## config.mk

```make
export PLATFORM = sky130hd
export DESIGN_NAME = slip_reply_packet_checker_top
export DESIGN_NICKNAME = d
export VERILOG_FILES = /design/src/design/srpc_pkg.sv /design/src/design/slip_reply_packet_checker_top.sv /design/src/design/srpc_front.sv /design/src/design/srpc_queue.sv /design/src/design/srpc_back.sv
export SDC_FILE = /design/constraint.sdc
export NUM_CORES = 1
export LEC_CHECK = 0
export BUFFER_PORTS_ARGS = -buffer_cell sky130_fd_sc_hd__buf_4
export CAP_MARGIN = 20
export CELL_PAD_IN_SITES_DETAIL_PLACEMENT = 0
export CELL_PAD_IN_SITES_GLOBAL_PLACEMENT = 1
export CORE_AREA = 2 2 143 145
export CTS_CLUSTER_SIZE = 12
export DETAILED_ROUTE_END_ITERATION = 10
export DIE_AREA = 0 0 145 147
export PLACE_DENSITY = 0.88
export SKIP_LAST_GASP = 1
export SYNTH_ARGS = -nofsm -noshare
export SYNTH_HDL_FRONTEND = slang
export SYNTH_SLANG_ARGS = --single-unit
```

## constraint.sdc

```tcl
create_clock -name clk -period 6.3 [get_ports clk]
set_clock_uncertainty 0.05 [all_clocks]
set_input_delay 0 -clock clk [delete_from_list [all_inputs] [get_ports clk]]
set_output_delay 0 -clock clk [all_outputs]
set_load 0.005 [all_outputs]
```

## src/design/srpc_pkg.sv

```systemverilog
`default_nettype none
package srpc_pkg;

  // SLIP framing codes
  localparam logic [7:0] CODE_END     = 8'hC0;
  localparam logic [7:0] CODE_ESC     = 8'hDB;
  localparam logic [7:0] CODE_ESC_END = 8'hDC;
  localparam logic [7:0] CODE_ESC_ESC = 8'hDD;

  localparam logic [7:0] CMD_ACK = 8'd6;
  localparam int unsigned HDR_BYTES = 6;

  // header byte positions
  localparam int unsigned HDR_DEVICE  = 0;
  localparam int unsigned HDR_COMMAND = 1;
  localparam int unsigned HDR_LEN_LO  = 2;
  localparam int unsigned HDR_LEN_HI  = 3;
  localparam int unsigned HDR_SUM     = 4;
  localparam int unsigned HDR_FIELDS  = 5;

  // status codes
  localparam logic [2:0] ST_OK     = 3'd0;
  localparam logic [2:0] ST_SHORT  = 3'd1;
  localparam logic [2:0] ST_LENGTH = 3'd2;
  localparam logic [2:0] ST_SUM    = 3'd3;
  localparam logic [2:0] ST_DEVICE = 3'd4;
  localparam logic [2:0] ST_NOACK  = 3'd5;

  // configuration register indexes
  localparam logic REG_EXPECTED_DEVICE = 1'b0;
  localparam logic REG_REPLY_CAPACITY  = 1'b1;

  // decoded token from the front end: one data byte or a frame close
  typedef struct packed {
    logic       is_close;
    logic [7:0] data;
  } token_t;

  // one result item
  typedef struct packed {
    logic        is_payload;
    logic [7:0]  payload_byte;
    logic [15:0] payload_index;
    logic        is_final;
    logic [2:0]  status;
    logic [7:0]  reply_fields;
  } result_t;

endpackage
`default_nettype wire

```

## src/design/slip_reply_packet_checker_top.sv

```systemverilog
`default_nettype none
// SLIP reply packet checker.
// Input channel: one raw serial byte per transfer on rx_byte (in_valid/in_stall).
// The front end strips SLIP framing (END, ESC sequences) and queues decoded
// bytes and frame-close marks; the back end captures the six-byte reply header,
// keeps the end-around-carry checksum and emits results on the output channel
// (out_valid/out_stall). A result is either one payload byte with its buffer
// index, or, at the closing END, one final status with the header fields byte.
// Throughput: one input byte per cycle while the queue has room; the back end
// retires one queued token per cycle while the output register is not held.
// A result passes from the token queue into the output result register before
// it shows on the output ports.
// Stalls: the output register holds while out_stall is high; the queue of
// QUEUE_DEPTH tokens keeps absorbing input until full, then in_stall rises.
// Header bytes and dropped payload bytes yield no result but still pass
// through the queue; bare framing bytes stop in the front end.
// Reset (rst, synchronous): waits for an opening END, queue and output empty;
// expected_device and reply_capacity return to zero.
// Registers (APB, pready always high): 0x0 expected_device, 0x4 reply_capacity.
module slip_reply_packet_checker_top #(
  parameter int unsigned QUEUE_DEPTH = 4
) (
  input  wire logic        clk,
  input  wire logic        rst,
  // raw byte input
  input  wire logic        in_valid,
  output logic             in_stall,
  input  wire logic [7:0]  rx_byte,
  // result output
  output logic             out_valid,
  input  wire logic        out_stall,
  output logic             is_payload,
  output logic [7:0]       payload_byte,
  output logic [15:0]      payload_index,
  output logic             is_final,
  output logic [2:0]       status,
  output logic [7:0]       reply_fields,
  // configuration port
  input  wire logic        psel,
  input  wire logic        penable,
  input  wire logic        pwrite,
  input  wire logic [2:0]  paddr,
  input  wire logic [31:0] pwdata,
  output logic [31:0]      prdata,
  output logic             pready
);

  logic [7:0]        expected_device;
  logic [15:0]       reply_capacity;
  logic              cfg_write;
  logic              reg_sel;
  logic              in_accept;
  logic              push;
  srpc_pkg::token_t  push_token;
  logic              queue_full;
  logic              pop;
  logic              head_valid;
  srpc_pkg::token_t  head_token;
  srpc_pkg::result_t result;

  // configuration registers; the low address bits are not decoded
  assign pready    = 1'b1;
  assign reg_sel   = paddr[2];
  assign cfg_write = psel && penable && pwrite && pready;

  always_ff @(posedge clk) begin
    if (rst) begin
      expected_device <= '0;
      reply_capacity  <= '0;
    end else if (cfg_write) begin
      unique case (reg_sel)
        srpc_pkg::REG_EXPECTED_DEVICE: expected_device <= pwdata[7:0];
        srpc_pkg::REG_REPLY_CAPACITY:  reply_capacity  <= pwdata[15:0];
        default:                       ;
      endcase
    end
  end

  always_comb begin
    unique case (reg_sel)
      srpc_pkg::REG_EXPECTED_DEVICE: prdata = {24'd0, expected_device};
      srpc_pkg::REG_REPLY_CAPACITY:  prdata = {16'd0, reply_capacity};
      default:                       prdata = '0;
    endcase
  end

  // take a byte whenever the queue has room
  assign in_stall  = queue_full;
  assign in_accept = in_valid && !in_stall;

  srpc_front u_front (
    .clk        (clk),
    .rst        (rst),
    .accept     (in_accept),
    .rx_byte    (rx_byte),
    .push       (push),
    .push_token (push_token)
  );

  srpc_queue #(
    .DEPTH (QUEUE_DEPTH)
  ) u_queue (
    .clk        (clk),
    .rst        (rst),
    .push       (push),
    .push_token (push_token),
    .full       (queue_full),
    .pop        (pop),
    .head_valid (head_valid),
    .head_token (head_token)
  );

  srpc_back u_back (
    .clk             (clk),
    .rst             (rst),
    .expected_device (expected_device),
    .reply_capacity  (reply_capacity),
    .head_valid      (head_valid),
    .head_token      (head_token),
    .pop             (pop),
    .out_valid       (out_valid),
    .out_stall       (out_stall),
    .result          (result)
  );

  // break the result register out onto the field ports
  assign is_payload    = result.is_payload;
  assign payload_byte  = result.payload_byte;
  assign payload_index = result.payload_index;
  assign is_final      = result.is_final;
  assign status        = result.status;
  assign reply_fields  = result.reply_fields;

endmodule
`default_nettype wire

```

## src/design/srpc_front.sv

```systemverilog
`default_nettype none
module srpc_front (
  input  wire logic            clk,
  input  wire logic            rst,
  input  wire logic            accept,
  input  wire logic [7:0]      rx_byte,
  output logic                 push,
  output srpc_pkg::token_t     push_token
);

  logic in_frame;
  logic escape_pending;
  logic got_data;
  logic in_frame_next;
  logic escape_pending_next;
  logic got_data_next;

  always_comb begin
    in_frame_next       = in_frame;
    escape_pending_next = escape_pending;
    got_data_next       = got_data;
    push                = 1'b0;
    push_token.is_close = 1'b0;
    push_token.data     = rx_byte;
    if (accept) begin
      priority if (!in_frame) begin
        if (rx_byte == srpc_pkg::CODE_END) begin
          in_frame_next       = 1'b1;
          escape_pending_next = 1'b0;
          got_data_next       = 1'b0;
        end
      end else if (rx_byte == srpc_pkg::CODE_END) begin
        // drop any pending escape; an empty frame stays open
        escape_pending_next = 1'b0;
        if (got_data) begin
          push                = 1'b1;
          push_token.is_close = 1'b1;
          in_frame_next       = 1'b0;
          got_data_next       = 1'b0;
        end
      end else if (escape_pending) begin
        escape_pending_next = 1'b0;
        push                = 1'b1;
        got_data_next       = 1'b1;
        priority if (rx_byte == srpc_pkg::CODE_ESC_END) begin
          push_token.data = srpc_pkg::CODE_END;
        end else if (rx_byte == srpc_pkg::CODE_ESC_ESC) begin
          push_token.data = srpc_pkg::CODE_ESC;
        end else begin
          push_token.data = rx_byte;
        end
      end else if (rx_byte == srpc_pkg::CODE_ESC) begin
        escape_pending_next = 1'b1;
      end else begin
        push          = 1'b1;
        got_data_next = 1'b1;
      end
    end
  end

  always_ff @(posedge clk) begin
    if (rst) begin
      in_frame       <= 1'b0;
      escape_pending <= 1'b0;
      got_data       <= 1'b0;
    end else begin
      in_frame       <= in_frame_next;
      escape_pending <= escape_pending_next;
      got_data       <= got_data_next;
    end
  end

endmodule
`default_nettype wire

```

## src/design/srpc_queue.sv

```systemverilog
`default_nettype none
module srpc_queue #(
  parameter int unsigned DEPTH = 4
) (
  input  wire logic             clk,
  input  wire logic             rst,
  input  wire logic             push,
  input  wire srpc_pkg::token_t push_token,
  output logic                  full,
  input  wire logic             pop,
  output logic                  head_valid,
  output srpc_pkg::token_t      head_token
);

  localparam int unsigned PTR_W = (DEPTH > 1) ? $clog2(DEPTH) : 1;
  localparam int unsigned CNT_W = $clog2(DEPTH + 1);

  srpc_pkg::token_t entries [DEPTH];
  logic [PTR_W-1:0] wr_ptr;
  logic [PTR_W-1:0] rd_ptr;
  logic [CNT_W-1:0] count;
  logic             do_push;
  logic             do_pop;

  assign full       = (count == CNT_W'(DEPTH));
  assign head_valid = (count != '0);
  assign head_token = entries[rd_ptr];
  assign do_push    = push && !full;
  assign do_pop     = pop && head_valid;

  always_ff @(posedge clk) begin
    if (do_push) begin
      entries[wr_ptr] <= push_token;
    end
  end

  always_ff @(posedge clk) begin
    if (rst) begin
      wr_ptr <= '0;
      rd_ptr <= '0;
      count  <= '0;
    end else begin
      if (do_push) begin
        wr_ptr <= (wr_ptr == PTR_W'(DEPTH - 1)) ? '0 : wr_ptr + 1'b1;
      end
      if (do_pop) begin
        rd_ptr <= (rd_ptr == PTR_W'(DEPTH - 1)) ? '0 : rd_ptr + 1'b1;
      end
      unique case ({do_push, do_pop})
        2'b10:   count <= count + 1'b1;
        2'b01:   count <= count - 1'b1;
        default: count <= count;
      endcase
    end
  end

endmodule
`default_nettype wire

```

## src/design/srpc_back.sv

```systemverilog
`default_nettype none
module srpc_back (
  input  wire logic             clk,
  input  wire logic             rst,
  input  wire logic [7:0]       expected_device,
  input  wire logic [15:0]      reply_capacity,
  input  wire logic             head_valid,
  input  wire srpc_pkg::token_t head_token,
  output logic                  pop,
  output logic                  out_valid,
  input  wire logic             out_stall,
  output srpc_pkg::result_t     result
);

  logic [16:0] byte_count;
  logic [8:0]  running_sum;
  logic [7:0]  header_store [srpc_pkg::HDR_BYTES];

  logic [16:0]       byte_count_next;
  logic [8:0]        running_sum_next;
  logic              emit;
  srpc_pkg::result_t result_next;
  logic              is_short;
  logic [16:0]       payload_pos;
  logic [16:0]       hdr_len;
  logic [2:0]        frame_status;
  logic [7:0]        sum_operand;
  logic [9:0]        sum_raw;
  logic [8:0]        sum_folded;
  logic [2:0]        hdr_slot;

  function automatic logic [2:0] pick_status(
    input logic        short_frame,
    input logic [16:0] count,
    input logic [16:0] len,
    input logic [7:0]  sum_byte,
    input logic [7:0]  sum_field,
    input logic [7:0]  device,
    input logic [7:0]  want_device,
    input logic [7:0]  command
  );
    logic [2:0] st;
    priority if (short_frame)        st = srpc_pkg::ST_SHORT;
    else if (count != len)           st = srpc_pkg::ST_LENGTH;
    else if (sum_field != sum_byte)  st = srpc_pkg::ST_SUM;
    else if (device != want_device)  st = srpc_pkg::ST_DEVICE;
    else if (command != srpc_pkg::CMD_ACK) st = srpc_pkg::ST_NOACK;
    else                             st = srpc_pkg::ST_OK;
    return st;
  endfunction

  assign pop         = head_valid && (!out_valid || !out_stall);
  assign is_short    = (byte_count < 17'(srpc_pkg::HDR_BYTES));
  assign payload_pos = byte_count - 17'(srpc_pkg::HDR_BYTES);
  assign hdr_len     = {1'b0, header_store[srpc_pkg::HDR_LEN_HI],
                        header_store[srpc_pkg::HDR_LEN_LO]};
  assign hdr_slot    = byte_count[2:0];
  assign frame_status = pick_status(is_short, byte_count, hdr_len, running_sum[7:0],
                                    header_store[srpc_pkg::HDR_SUM],
                                    header_store[srpc_pkg::HDR_DEVICE], expected_device,
                                    header_store[srpc_pkg::HDR_COMMAND]);

  // the checksum byte itself counts as zero in the sum
  assign sum_operand = (is_short && hdr_slot == 3'(srpc_pkg::HDR_SUM)) ? 8'd0
                                                                      : head_token.data;
  // end-around carry: fold the carry out of bit 7 back in
  assign sum_raw    = {1'b0, running_sum} + {2'b00, sum_operand};
  assign sum_folded = 9'({2'b00, sum_raw[9:8]} + {2'b00, sum_raw[7:0]});

  always_comb begin
    byte_count_next  = byte_count;
    running_sum_next = running_sum;
    emit             = 1'b0;
    result_next      = '0;
    if (head_token.is_close) begin
      emit                     = 1'b1;
      result_next.is_final     = 1'b1;
      result_next.status       = frame_status;
      result_next.reply_fields = is_short ? 8'd0 : header_store[srpc_pkg::HDR_FIELDS];
      byte_count_next          = '0;
      running_sum_next         = '0;
    end else if (is_short) begin
      running_sum_next = sum_folded;
      byte_count_next  = byte_count + 1'b1;
    end else if (payload_pos < {1'b0, reply_capacity}) begin
      emit                      = 1'b1;
      result_next.is_payload    = 1'b1;
      result_next.payload_byte  = head_token.data;
      result_next.payload_index = payload_pos[15:0];
      running_sum_next          = sum_folded;
      byte_count_next           = byte_count + 1'b1;
    end
  end

  always_ff @(posedge clk) begin
    if (pop && !head_token.is_close && is_short) begin
      header_store[hdr_slot] <= head_token.data;
    end
    if (pop && emit) begin
      result <= result_next;
    end
  end

  always_ff @(posedge clk) begin
    if (rst) begin
      byte_count  <= '0;
      running_sum <= '0;
      out_valid   <= 1'b0;
    end else begin
      if (out_valid && !out_stall) begin
        out_valid <= 1'b0;
      end
      if (pop) begin
        byte_count  <= byte_count_next;
        running_sum <= running_sum_next;
        if (emit) begin
          out_valid <= 1'b1;
        end
      end
    end
  end

endmodule
`default_nettype wire

```

======== Word level (Yosys, flattened, before mapping) ========
Memory sizes are Yosys's and may differ from the RTL's. A register that Yosys moved wholly into a read port is not among the register bits.
Cells that the tools add are included.
W data, S select, Z words.
operators by class
  $lt $le $gt $ge ......................... 2
  bitwise gates (word level) .............. 3
  $add $sub $neg .......................... 8
  equality and inequality tests ........... 15
  reduce and logical (&&, ||, !) cells .... 29
  multiplexer cells ....................... 57
operators by type and width
  cell                     count
  $pmux W32 S2             1
  $mux W17                 3
  $mux W8                  6
  $mux W9                  5
  $eq A8 B8 Y1 const B     4
  $mux W1                  30
  $mux W25                 1
  $add A17 B1 Y17 const B  1
  $lt A17 B16 Y1           1
  $lt A17 B3 Y1 const B    1
  $ne A17 B16 Y1           1
  $sub A17 B3 Y17 const B  1
  $ne A8 B8 Y1             2
  $mux W3                  5
  $mux W12                 1
  $logic_and A1 B1 Y1      11
  $add A9 B8 Y10           1
  $add A2 B8 Y9            1
  $mux W2                  4
  $ne A8 B3 Y1 const B     1
  $reduce_and A2 Y1        4
  $eq A2 B2 Y1 const B     3
  $eq A3 B3 Y1 const B     2
  $pmux W3 S2              1
  other kinds (14)         23
storage, ports and cells
  input port bits ......................... 50
  memory bits (writable) .................. 84
  register bits after elaboration ......... 98
  memories kept ........................... 2
  logic and storage cells ................. 135
  output and inout port bits .............. 72
memories
  memory               words  width  rd ports  clocked after Yosys merged registers in  wr ports  line              source
  u_back.header_store  6      8      6         0                                        1         srpc_back.sv:17   logic [7:0] header_store [srpc_pkg::HDR_BYTES];
  u_queue.entries      4      9      1         1                                        1         srpc_queue.sv:18  srpc_pkg::token_t entries [DEPTH];

======== Longest topological paths before layout ========
Gate-level depths: netlist of the first run.
  depth after elaboration ................. 9
  mapped depth ............................ 24
  depth with buffers taken out ............ 22

======== By module ========
A second synthesis of the first run with hierarchy kept.
unflattened totals
  cell total of the unflattened synthesis .. 788
  area total of the unflattened synthesis .. 9265.1 µm²
modules (own cells, without submodules)
  module                         times used  seq. area each (µm²)  area each (µm²)  cells each
  srpc_back                      1           3093.0                5826.8           514
  srpc_queue                     1           1261.2                1793.0           101
  slip_reply_packet_checker_top  1           480.5                 1343.8           135
  srpc_front                     1           60.1                  301.5            38

======== Least setup slack after synthesis of the first run ========
OpenSTA, ideal clock, no wires.
  path type ............................... reg2reg
  from .................................... register u_back.byte_count[4]
  to ...................................... register, netlist name u_back.result[0]
  arrival ................................. 4556 ps
  stages on the path, launching flop included .. 14
  data required time ...................... 5819 ps
  buffers on the path ..................... 1
  period minus slack after synthesis ...... 5037 ps
  setup time .............................. 431 ps
  slack ................................... 1263 ps
  cells stage by stage .................... dfxtp_1 > buf_6 > or4_4 > or2_2 > or4_1 > xnor2_1 > ha_1 > a21oi_1 > o211ai_1 > a41oi_1 > a211o_1 > and2_1 > a21oi_1 > nor2_1
on the way
  word-level cells in the longest chain between the ends .. 6
  elaborated cells between the ends (all ways) .. 7
RTL lines
  item                        line              source
  start: declaration          srpc_back.sv:15   logic [16:0] byte_count;
  start signal: assignment    srpc_back.sv:114  byte_count <= byte_count_next;
  $sub A17 B3 Y17             srpc_back.sv:54   assign payload_pos = byte_count - 17'(srpc_pkg::HDR_BYTES);
  net u_back.payload_pos[10]  srpc_back.sv:24   logic [16:0] payload_pos;
  $lt A17 B16 Y1              srpc_back.sv:85   end else if (payload_pos < {1'b0, reply_capacity}) begin
  $mux W1                     srpc_back.sv:85
  $mux W1                     srpc_back.sv:82   end else if (is_short) begin
  $mux W1                     srpc_back.sv:75   if (head_token.is_close) begin
  $logic_and A1 B1 Y1         srpc_back.sv:99   if (pop && emit) begin
The timed path passes the listed nets, and every way through them passes these cells.
A chain may end at the register's enable or synchronous reset.

======== Final worst setup path of the first run ========
  from .................................... register u_back.byte_count[3]
  to ...................................... register u_back.running_sum[8]
on the way
  word-level cells in the longest chain between the ends .. 8
  elaborated cells between the ends (all ways) .. 12
RTL lines
  item                    line              source
  $lt A17 B3 Y1           srpc_back.sv:53   assign is_short = (byte_count < 17'(srpc_pkg::HDR_BYTES));
  $logic_and A1 B1 Y1     srpc_back.sv:64   assign sum_operand = (is_short && hdr_slot == 3'(srpc_pkg::HDR_SUM)) ? 8'd0
  $mux W8                 srpc_back.sv:64
  $add A9 B8 Y10          srpc_back.sv:67   assign sum_raw = {1'b0, running_sum} + {2'b00, sum_operand};
  $add A2 B8 Y9           srpc_back.sv:68   assign sum_folded = 9'({2'b00, sum_raw[9:8]} + {2'b00, sum_raw[7:0]});
  $mux W9                 srpc_back.sv:85
  $mux W9                 srpc_back.sv:82
  $mux W9                 srpc_back.sv:75
  end signal: assignment  srpc_back.sv:115  running_sum <= running_sum_next;
  end: declaration        srpc_back.sv:16   logic [8:0] running_sum;
Several ways; a longest one is shown, not always the timed one. The select of a mux whose other input is x is not followed.

==> metrics, run 1 <==
synthesis-stage register bit count 184; vias in the first global route 5952; number of instances on the worst hold path 5; antenna viol nets, final 0; top fanout value on the critical path 12; number of buffer cells added on primary ports 86; switching pwr 735 uW; # hold bufs at CTS 27; count of flip-flops with a built-in enable after synthesis 121; CTS clk-pin slew, worst paths 0.07 ns; setup repair after global routing missed its margin false; nets 999; count of synthesis-stage warnings from yosys 0; router iterations before antenna repair 5; crit path max-delay cell type or4_4; Data arrival, critical path 5.53 ns; total CTS buffers 17; sequential element share of the synthesized area 54.4%; number of vias in the routed layout 6245; floorplan row count 52; delay of the slowest cell on the worst path 0.63 ns; area growth from synthesis to layout 18.0%; Reg-to-Reg Start u_back.byte_count[3]; Pwr per Cell Area 262 mW/mm^2; Max Clock Freq 0.192 GHz; total of endpoints with negative setup slack in the final report 0; Sinks on Clock Net 184; share of layout cells above drive strength 1 16.1%; count of filler cells inserted in the layout 1722; Pleak 0.00400 uW; effective utilization at floorplan 45.3%; critical path class reg2reg; Pins Over Slew Limit 0; per-instance average area after synthesis 11.0 sq um; drt total wl 20000 um; post-layout instance count excluding filler cells 1192; gate count after technology mapping 819; CP Cell Sequence or4_4, nor4_4, and2_1, and3_1, nor2b_1, ha_1, inv_1, fa_1, nor2b_1, o211ai_1, a21oi_1, o21a_1, nor2_1, xnor2_1, ha_1, fa_1, nand2_1, nor3_1, nand3b_1, nor4_1, and3_1, a31o_2; startpoint of the tightest hold check path penable; Core Box Area 0.0198 sq mm; fraction of power spent switching nets 26.4%; final weighted congestion in routability-driven placement 0.839; clock root buffer clkbuf_16; latest clock arrival within the worst-skew pair 0.44 ns; internal reg-to-reg setup slack 1.10 ns; maximum number of pins on one net before global-route repair 61; Die Footprint 0.0213 sq mm; number of DRC violations after detailed routing 0; Tot GR Track Use 19.2%; Period minus WS final 5.20 ns; Final Cycle Share 82.5%; detail-routed net length per standard cell 16.7 um; RR Endpoint u_back.running_sum[8]; CTS tree yes; initial antenna violation count 0; async set or reset register ratio after synthesis 0%; clock group share of total power 38.0%; Die W 145 um; global-route wire length before repair 31900 um; Detailed Route Iter0 Violations 527; actual transition at the worst max-transition pin 1.05 ns; CTS H-Tree Depth 4; final total negative setup slack 0 ns; portion of total power attributed to combinational logic 13.6%; die span in y 147 um; count of unique library cells instantiated by Yosys 62; sink of the worst hold path reply_capacity[2]; count of boundary I/O pins 122; Final Hold Fails 0; result of the run completed; cell class contributing the biggest share of worst-path delay simple AND/OR/NAND/NOR gates; ANT cells 0; Synth Flop Type edfxtp_1; worst voltage drop across the vdd grid 0.216 mV; netlist area before placement 0.00899 sq mm; number of post-CTS setup repair buffers 0; critical path endpoint category flop; required time of the critical path 6.64 ns; max-cap violations 0; fraction of power consumed by sequential logic 48.4%; number of cells in the design after placement 1132; number of cells traversed by the worst register-to-register path 22; critical path startpoint category flop; class of the worst hold path in2reg; CP bufs+invs 1; Bufs on Longest Clock Path 2; remaining global-route overflow 0; relative slew slack 29.6%; total of cells resized after clock tree synthesis 0; Post-DP HPWL 13600 um; internal cell power 2050 uW; vias per inst 5.24
-- area by class of cell --
type,count,area [sq um],area share (%)
Sequential cell,184,4890,46.1
Multi-Input combinational cell,545,3680,34.7
Timing Repair Buffer,118,953,8.98
Clock buffer,23,512,4.82
Tap cell,270,338,3.18
Inverter,43,161,1.52
Clock inverter,9,75.1,0.707
-- cell families (layout without fill, tap and decap cells) --
kind of cell | after synthesis | after routing | synth area share, %
other | 2 | 17 | 0.0835
muxes | 20 | 20 | 3.46
DFF | 184 | 184 | 54.4
and+or+nand+nor | 291 | 291 | 17.0
xor gates and xnor gates | 57 | 57 | 5.55
adders and majority gates | 40 | 40 | 5.82
buffers and inverters | 105 | 193 | 5.38
AOI/OAI and AO/OA | 120 | 120 | 8.28
-- cell usage after synthesis (all sizes together), types with 22 or more instances --
| cell | count | area (sq um) |
|---|---|---|
| a21oi | 51 | 255 |
| and2 | 36 | 225 |
| buf | 23 | 175 |
| clkbuf | 39 | 148 |
| dfxtp | 63 | 1260 |
| edfxtp | 121 | 3630 |
| ha | 37 | 463 |
| inv | 42 | 158 |
| nand2 | 80 | 300 |
| nor2 | 51 | 191 |
| o21ai | 22 | 110 |
| xor2 | 39 | 342 |
-- stage by stage --
stage | cell area, sq um | hold WS [ns] | total power (uW) | utilization [%] | setup WS [ns]
5_1_grt | 10600 | 0.0800 | 2890 | 53.5 | 0.763
3_3_place_gp | 9750 | 0.161 | 1730 | 49.1 | 1.25
2_1_floorplan | 9050 | 0.0860 | 1630 | - | 1.26
4_1_cts | 10600 | 0.0423 | 2800 | 53.4 | 1.16
6_report | 10600 | 0.0293 | 2780 | 53.5 | 1.10
3_5_place_dp | 9750 | 0.168 | 1730 | 49.1 | 1.21
-- cells in the final DEF, fill, tap and decap left out, types with 4 or more instances in the layout --
master	count
nand2_1	80
nor3_1	17
and2_1	36
nor3b_1	9
nor4_1	10
o21ai_0	20
a211oi_1	6
ha_1	37
conb_1	17
nand4_1	9
nand3_1	16
inv_1	42
or2_2	5
and3_1	15
edfxtp_1	121
inv_6	5
xor2_1	39
o21a_1	6
clkbuf_16	20
mux2_2	9
buf_4	91
mux4_2	8
a31oi_1	4
dfxtp_1	63
a21oi_1	51
nor2_1	50
dlygate4sd3_1	27
xnor2_1	18
or4_1	9
or3_1	4
o211ai_1	6
a32o_1	8
nor2b_1	13
-- registers in the layout, indices dropped and copies added (netlist names), named ones only --
name                    cells
u_front.in_frame            1
u_front.got_data            1
u_back.result              37
u_queue.rd_ptr              2
u_queue.count               3
u_back.running_sum          9
u_back.byte_count          17
u_back.header_store        48
expected_device             8
reply_capacity             16
u_queue.entries            36
u_queue.wr_ptr              2
u_front.escape_pending      1
u_back.out_valid            1
-- worst min-delay path: stages --
cell and delay [ns]:
buf_4 0.11, nand3_1 0.09, nor2_1 0.13, nand2_1 0.09, a21oi_1 0.05
-- power groups by stage --
stage,Clock (uW),Sequential (uW),Combinational (uW)
floorplan,0,1350,270
global placement,0,1370,355
detailed placement,0,1370,359
CTS,1070,1350,377
global route,1120,1350,419
finish,1060,1350,379
-- routing by layer --
layer	GRT usage [%]	wire [um]	vias to the layer above
li1	-	-	3054
met1	25.6	8910	2959
met2	31.4	9500	200
met3	3.51	1100	32
met4	7.52	452	0
met5	0	0	-
-- worst max-delay path by stage --
stage	startpoint	end	slack [ns]	cells after the start
3_5_place_dp	u_back.byte_count[3]	u_back.running_sum[8]	1.21	20
2_1_floorplan	u_back.byte_count[4]	u_back.result[0]	1.26	13
4_1_cts	u_back.byte_count[3]	u_back.running_sum[8]	1.16	20
6_report	u_back.byte_count[3]	u_back.running_sum[8]	1.10	22
5_1_grt	u_back.byte_count[3]	u_back.running_sum[8]	0.76	22
3_3_place_gp	u_back.byte_count[3]	u_back.running_sum[8]	1.25	22
No activity file was read; power rests on OpenSTA's default activity.
==> inputs of run 2 (changes only) <==
Settings changed: ABC_AREA set to 1, CORE_AREA 2 2 143 145 to 2 2 149 151, DIE_AREA 0 0 145 147 to 0 0 151 153, PLACE_DENSITY 0.88 to 0.87.
Clock period 6.3 ns to 4.9 ns, I/O delays scaled along.
==> run 2 against run 1 <==
Synthesized area rose by 4.2%. Combinational power rose to 8.5 times the previous value. Cell area grew 5.4%. Flip-flop and latch count stayed put. Clock-buffer cell count shrank 6. Register-to-register slack got worse by 0.67 ns. Critical endpoint unchanged. Largest power group is now combinational cells. Highest routed layer unchanged.
==> metrics, run 2 <==
final worst hold slack 0.0281 ns (was 0.0293 ns); largest registers u_back.header_store (48), u_back.result (37), u_queue.entries (36) (unchanged); max-cap violations 0 (unchanged); Pleak 0.00478 uW (was 0.00400 uW); global-route wire length before repair 34800 um (was 31900 um); crit path max-delay cell type fa_1 (was or4_4); biggest area contributors in the synthesized netlist edfxtp_1, dfxtp_1, nand2_1 (was edfxtp_1, dfxtp_1, ha_1); final non-filler cell area 0.0112 sq mm (was 0.0106 sq mm); count of flip-flops with a built-in enable after synthesis 121 (unchanged); cell with the most instances after synthesis nand2_1 (was edfxtp_1); top library cells by usage in the layout, fill and taps aside nand2_1, inv_1, edfxtp_1 (was edfxtp_1, buf_4, nand2_1); synthesis-stage register bit count 184 (unchanged); Post-DP HPWL 14800 um (was 13600 um); most numerous cell types in the synthesized netlist nand2_1, inv_1, nor2_1, edfxtp_1, a21oi_1 (was edfxtp_1, nand2_1, dfxtp_1, a21oi_1, nor2_1); GR peak layer met2 (unchanged); clock root buffer clkbuf_16 (unchanged); total CTS buffers 17 (unchanged); worst setup path startpoint u_back.byte_count[1] (was u_back.byte_count[3]); Pins Over Slew Limit 0 (unchanged); endpoint of the worst setup timing path u_back.running_sum[8] (unchanged); Final Hold Fails 0 (unchanged); startpoint of the tightest hold check path rx_byte[3] (was penable); number of cells traversed by the worst register-to-register path 30 (was 22); total placed instance area 0.0102 sq mm (was 0.00975 sq mm); Reg-to-Reg Start u_back.byte_count[1] (was u_back.byte_count[3]); area growth from synthesis to layout 19.4% (was 18.0%); detail-routed net length per standard cell 15.0 um (was 16.7 um); critical path class reg2reg (unchanged); per-instance average area after synthesis 8.87 sq um (was 11.0 sq um); Bufs on Longest Clock Path 2 (unchanged); top fanout value on the critical path 6 (was 12); RR Endpoint u_back.running_sum[8] (unchanged); met2 track utilization from global routing 33.1% (was 31.4%); effective utilization at floorplan 43.6% (was 45.3%); share of layout cells above drive strength 1 15.0% (was 16.1%); critical path endpoint category flop (unchanged); Synth Flop Type edfxtp_1 (unchanged); Sinks on Clock Net 184 (unchanged); Pwr per Cell Area 625 mW/mm^2 (was 262 mW/mm^2); ANT cells 0 (unchanged); Detailed Route Iter0 Violations 490 (was 527); maximum number of pins on one net before global-route repair 57 (was 61); Data arrival, critical path 4.73 ns (was 5.53 ns); number of instances on the worst hold path 3 (was 5); Die W 151 um (was 145 um); CTS clk-pin slew, worst paths 0.08 ns (was 0.07 ns); class of the worst hold path in2reg (unchanged); met3 routing resource usage after global routing 3.88% (was 3.51%); number of vias in the routed layout 7269 (was 6245); Max Clock Freq 0.224 GHz (was 0.192 GHz); vias in the first global route 7009 (was 5952); max FFs per register 48 (unchanged); Tot GR Track Use 19.2% (about the same); drt total wl 21900 um (was 20000 um); cell repeated most along the worst path nand2_1; required time of the critical path 5.17 ns (was 6.64 ns); delay of the slowest cell on the worst path 0.35 ns (was 0.63 ns); Die Footprint 0.0231 sq mm (was 0.0213 sq mm); remaining global-route overflow 0 (unchanged); async set or reset register ratio after synthesis 0% (unchanged); latest clock arrival within the worst-skew pair 0.43 ns (was 0.44 ns); final total negative setup slack 0 ns (unchanged); relative slew slack 36.6% (was 29.6%); CP bufs+invs 3 (was 1); count of boundary I/O pins 122 (unchanged); internal reg-to-reg setup slack 0.43 ns (was 1.10 ns); antenna viol nets, final 0 (unchanged); count of unique library cells instantiated by Yosys 45 (was 62); actual transition at the worst max-transition pin 0.950 ns (was 1.05 ns); cell class contributing the biggest share of worst-path delay simple AND/OR/NAND/NOR gates (unchanged); floorplan row count 54 (was 52); Core Box Area 0.0215 sq mm (was 0.0198 sq mm); number of DRC violations after detailed routing 0 (unchanged); die span in y 153 um (was 147 um); biggest area consumer among synthesized cells edfxtp_1 (unchanged); netlist area before placement 0.00937 sq mm (was 0.00899 sq mm); pre-CTS WS 0.239 ns (was 1.21 ns); sequential element share of the synthesized area 52.3% (was 54.4%); slack of the critical path 0.434 ns (was 1.10 ns); Period minus WS final 4.47 ns (was 5.20 ns); most common cell after layout, fill and taps aside nand2_1 (was edfxtp_1); critical path startpoint category flop (unchanged); register name with the most flops u_back.header_store (unchanged); count of synthesis-stage warnings from yosys 0 (unchanged); nets 1254 (was 999); initial antenna violation count 0 (unchanged); final weighted congestion in routability-driven placement 0.816 (was 0.839); router iterations before antenna repair 5 (unchanged); CTS H-Tree Depth 4 (unchanged); worst voltage drop across the vdd grid 0.430 mV (was 0.216 mV); CTS tree yes (unchanged); top cell type's share of synthesized area 38.8% (was 40.4%); vias per inst 4.99 (was 5.24); result of the run completed (unchanged); number of buffer cells added on primary ports 86 (unchanged); gate count after technology mapping 1056 (was 819); count of filler cells inserted in the layout 1977 (was 1722); total of endpoints with negative setup slack in the final report 0 (unchanged); fraction of met1 tracks used by global routing 24.4% (was 25.6%); number of gates on the worst path with buffers counted 30 (was 22); Final Cycle Share 91.1% (was 82.5%)
run 2: worst min-delay path, stage by stage:
cell,delay (ns)
buf_4,0.11
inv_1,0.11
nor2_1,0.11
run 2: routing by layer:
layer	routed length (um)	part of all wire [%]
met2	10800	49
met1	9480	43
met5	0	0
met3	1180	5.4
met4	464	2.1
run 2: per-stage QoR:
step / total power (uW) / utilization (%) / cells
floorplan: 4610 / - / 1071
global placement: 5470 / 47.4 / 1392
detailed placement: 5510 / 47.4 / 1392
CTS: 6970 / 51.7 / 1453
global route: 7550 / 52.1 / 1457
finish: 6990 / 52.1 / 1457
run 2: worst min-delay path by stage:
stage                             to
3_5_place_dp   u_queue.entries[0][7]
3_3_place_gp   u_queue.entries[0][7]
6_report       u_queue.entries[2][3]
5_1_grt        u_queue.entries[1][3]
2_1_floorplan       u_back.out_valid
4_1_cts        u_queue.entries[0][3]
run 2: report_power, final:
group | total, uW | leakage (uW) | switching (uW) | internal, uW
sequential | 2330 | 0.00164 | 193 | 2140
combinational | 3240 | 0.00283 | 2090 | 1150
clock | 1420 | 0.000303 | 678 | 743
run 2: cells by family (layout without fill, tap and decap cells):
family,Yosys count,after routing,synth area share (%)
buf+inv,195,301,9.08
compound gates,168,168,9.96
fa+ha+maj,40,40,5.58
simple gates,437,437,20.2
other cells,2,17,0.0802
flops,184,184,52.3
xor+xnor,30,30,2.80
run 2: cell type report:
class	count	area (sq um)	share of cell area (%)
clock buffer	17	425	3.80
clock inverter	15	198	1.77
inverter	134	503	4.50
multi-input combinational	692	3730	33.4
sequential	184	4890	43.7
tap	280	350	3.13
timing repair buffer	135	1090	9.71
run 2: what timing repair did:
| item | CTS | global route |
|---|---|---|
| endpoints found under the setup margin | 0 | 6 |
| hold endpoints to repair | 57 | 0 |
| hold buffers | 29 | 0 |
| gates resized for setup | 0 | 15 |
| buffers inserted | 0 | 4 |
==> inputs of run 3 (changes only) <==
Settings changed: CORE_AREA 2 2 149 151 to 2 2 197 199, DIE_AREA 0 0 151 153 to 0 0 199 201, PLACE_DENSITY 0.87 to 0.58.
==> run 3 against run 2 <==
Combinational power grew 5%. Cell area rose by 3.1%. Power up 2.8%. Wire length increased by 16%. Maximum frequency decreased by 0.26%. Clock-buffer cell count increased by 4. Cell count grew 17%. Register-to-register slack about the same. Sequential power is essentially flat. Via count hardly changed.
==> metrics, run 3 (synthesis results as in run 2) <==
clock root buffer clkbuf_16 (unchanged); RR Endpoint u_back.running_sum[6] (was u_back.running_sum[8]); most common cell after layout, fill and taps aside nand2_1 (unchanged); Data arrival, critical path 4.81 ns (was 4.73 ns); router iterations before antenna repair 5 (unchanged); area growth from synthesis to layout 23.2% (was 19.4%); Tot GR Track Use 12.9% (was 19.2%); count of filler cells inserted in the layout 4100 (was 1977); effective utilization at floorplan 24.6% (was 43.6%); latest clock arrival within the worst-skew pair 0.44 ns (was 0.43 ns); Pwr per Cell Area 622 mW/mm^2 (was 625 mW/mm^2); Detailed Route Iter0 Violations 467 (was 490); critical path endpoint category flop (unchanged); number of DRC violations after detailed routing 0 (unchanged); Core Box Area 0.0381 sq mm (was 0.0215 sq mm); Pleak 0.00481 uW (was 0.00478 uW); maximum number of pins on one net before global-route repair 58 (was 57); internal reg-to-reg setup slack 0.42 ns (was 0.43 ns); total placed instance area 0.0106 sq mm (was 0.0102 sq mm); Bufs on Longest Clock Path 2 (unchanged); Pins Over Slew Limit 0 (unchanged); delay of the slowest cell on the worst path 0.31 ns (was 0.35 ns); critical path startpoint category flop (unchanged); critical path class reg2reg (unchanged); Final Hold Fails 0 (unchanged); max FFs per register 48 (unchanged); result of the run completed (unchanged); CTS clk-pin slew, worst paths 0.07 ns (was 0.08 ns); max-cap violations 0 (unchanged); actual transition at the worst max-transition pin 0.971 ns (was 0.950 ns); final non-filler cell area 0.0115 sq mm (was 0.0112 sq mm); Post-DP HPWL 17800 um (was 14800 um); total of endpoints with negative setup slack in the final report 0 (unchanged); Max Clock Freq 0.223 GHz (was 0.224 GHz); antenna viol nets, final 0 (unchanged); register name with the most flops u_back.header_store (unchanged); relative slew slack 35.0% (was 36.6%); class of the worst hold path in2reg (unchanged); number of buffer cells added on primary ports 86 (unchanged); Sinks on Clock Net 184 (unchanged); final core utilization 30.3% (was 52.1%); ANT cells 0 (unchanged); Die Footprint 0.0400 sq mm (was 0.0231 sq mm); final weighted congestion in routability-driven placement 0.778 (was 0.816); CTS tree yes (unchanged); vias in the first global route 7021 (was 7009); Final Cycle Share 91.4% (was 91.1%); total CTS buffers 17 (unchanged); endpoint of the worst setup timing path u_back.running_sum[6] (was u_back.running_sum[8]); remaining global-route overflow 0 (unchanged); Period minus WS final 4.48 ns (was 4.47 ns); initial antenna violation count 0 (unchanged); worst voltage drop across the vdd grid 0.385 mV (was 0.430 mV); Reg-to-Reg Start u_back.byte_count[1] (unchanged); top fanout value on the critical path 5 (was 6); share of layout cells above drive strength 1 15.0% (about the same); nets 1262 (was 1254); largest registers u_back.header_store (48), u_back.result (37), u_queue.entries (36) (unchanged); top library cells by usage in the layout, fill and taps aside nand2_1, inv_1, edfxtp_1 (unchanged); count of boundary I/O pins 122 (unchanged); crit path max-delay cell type dfxtp_1 (was fa_1); detail-routed net length per standard cell 14.9 um (was 15.0 um); Die W 199 um (was 151 um); number of cells traversed by the worst register-to-register path 31 (was 30); number of vias in the routed layout 7274 (was 7269); worst setup path startpoint u_back.byte_count[1] (unchanged); vias per inst 4.27 (was 4.99); drt total wl 25400 um (was 21900 um); floorplan row count 72 (was 54); CTS H-Tree Depth 4 (unchanged); global-route wire length before repair 39500 um (was 34800 um); die span in y 201 um (was 153 um); required time of the critical path 5.23 ns (was 5.17 ns)
[run 3: worst min-delay path by stage]
stage	startpoint	to	slack (ns)	depth (start not counted)
after floorplan	rst	u_back.out_valid	0.02	1
after global placement	rx_byte[7]	u_queue.entries[0][7]	0.16	1
after detailed placement	rx_byte[7]	u_queue.entries[2][7]	0.17	1
after CTS	rx_byte[3]	u_queue.entries[0][3]	0.03	3
after global routing	rx_byte[3]	u_queue.entries[2][3]	0.05	3
final	rx_byte[3]	u_queue.entries[2][3]	0.04	3
[run 3: per-layer routing]
metal	vias to the layer above	wire length (um)	global-route usage (%)
met3	15	936	2.49
met1	3411	12000	16.9
met4	0	238	3.60
li1	3716	-	-
met2	132	12200	21.7
met5	-	0	0
[run 3: repair_timing]
action                                  4_1_cts  5_1_grt
setup buffers                                 0        4
endpoints found under the setup margin        0        6
hold buffers                                 29        0
endpoints found under the hold margin        55        0
resized for setup                             0       14
[run 3: metrics by stage]
step / setup slack, ns / TNS, ns / power (uW) / cells / hold slack (ns)
after floorplan: 0.644 / 0 / 4610 / 1071 / 0.0191
after global placement: 0.160 / 0 / 5730 / 1638 / 0.162
after detailed placement: 0.108 / 0 / 5730 / 1638 / 0.169
after CTS: 0.0715 / 0 / 7230 / 1699 / 0.0317
after global routing: -0.0236 / -0.0236 / 7780 / 1703 / 0.0543
final: 0.423 / 0 / 7180 / 1703 / 0.0416
[run 3: area by class of cell]
type,count,area [sq um],share of cell area (%)
Timing Repair Buffer,143,1160,10.1
Sequential cell,184,4890,42.4
Multi-Input combinational cell,692,3720,32.3
Clock buffer,21,440,3.82
Tap cell,518,648,5.62
Clock inverter,11,168,1.45
Inverter,134,503,4.36
[run 3: critical path, delay by kind of cell, from the launching register on]
kind,cells,cell delay (ns)
AOI/OAI and AO/OA,2,0.18
xor gates and xnor gates,1,0.16
adders and majority gates,4,0.88
buffers and inverters,5,0.47
DFF,1,0.31
and+or+nand+nor,19,2.37
[run 3: power breakdown]
part           switching, uW  internal [uW]
Combinational           2210           1210
Clock                    638            819
Sequential               175           2140
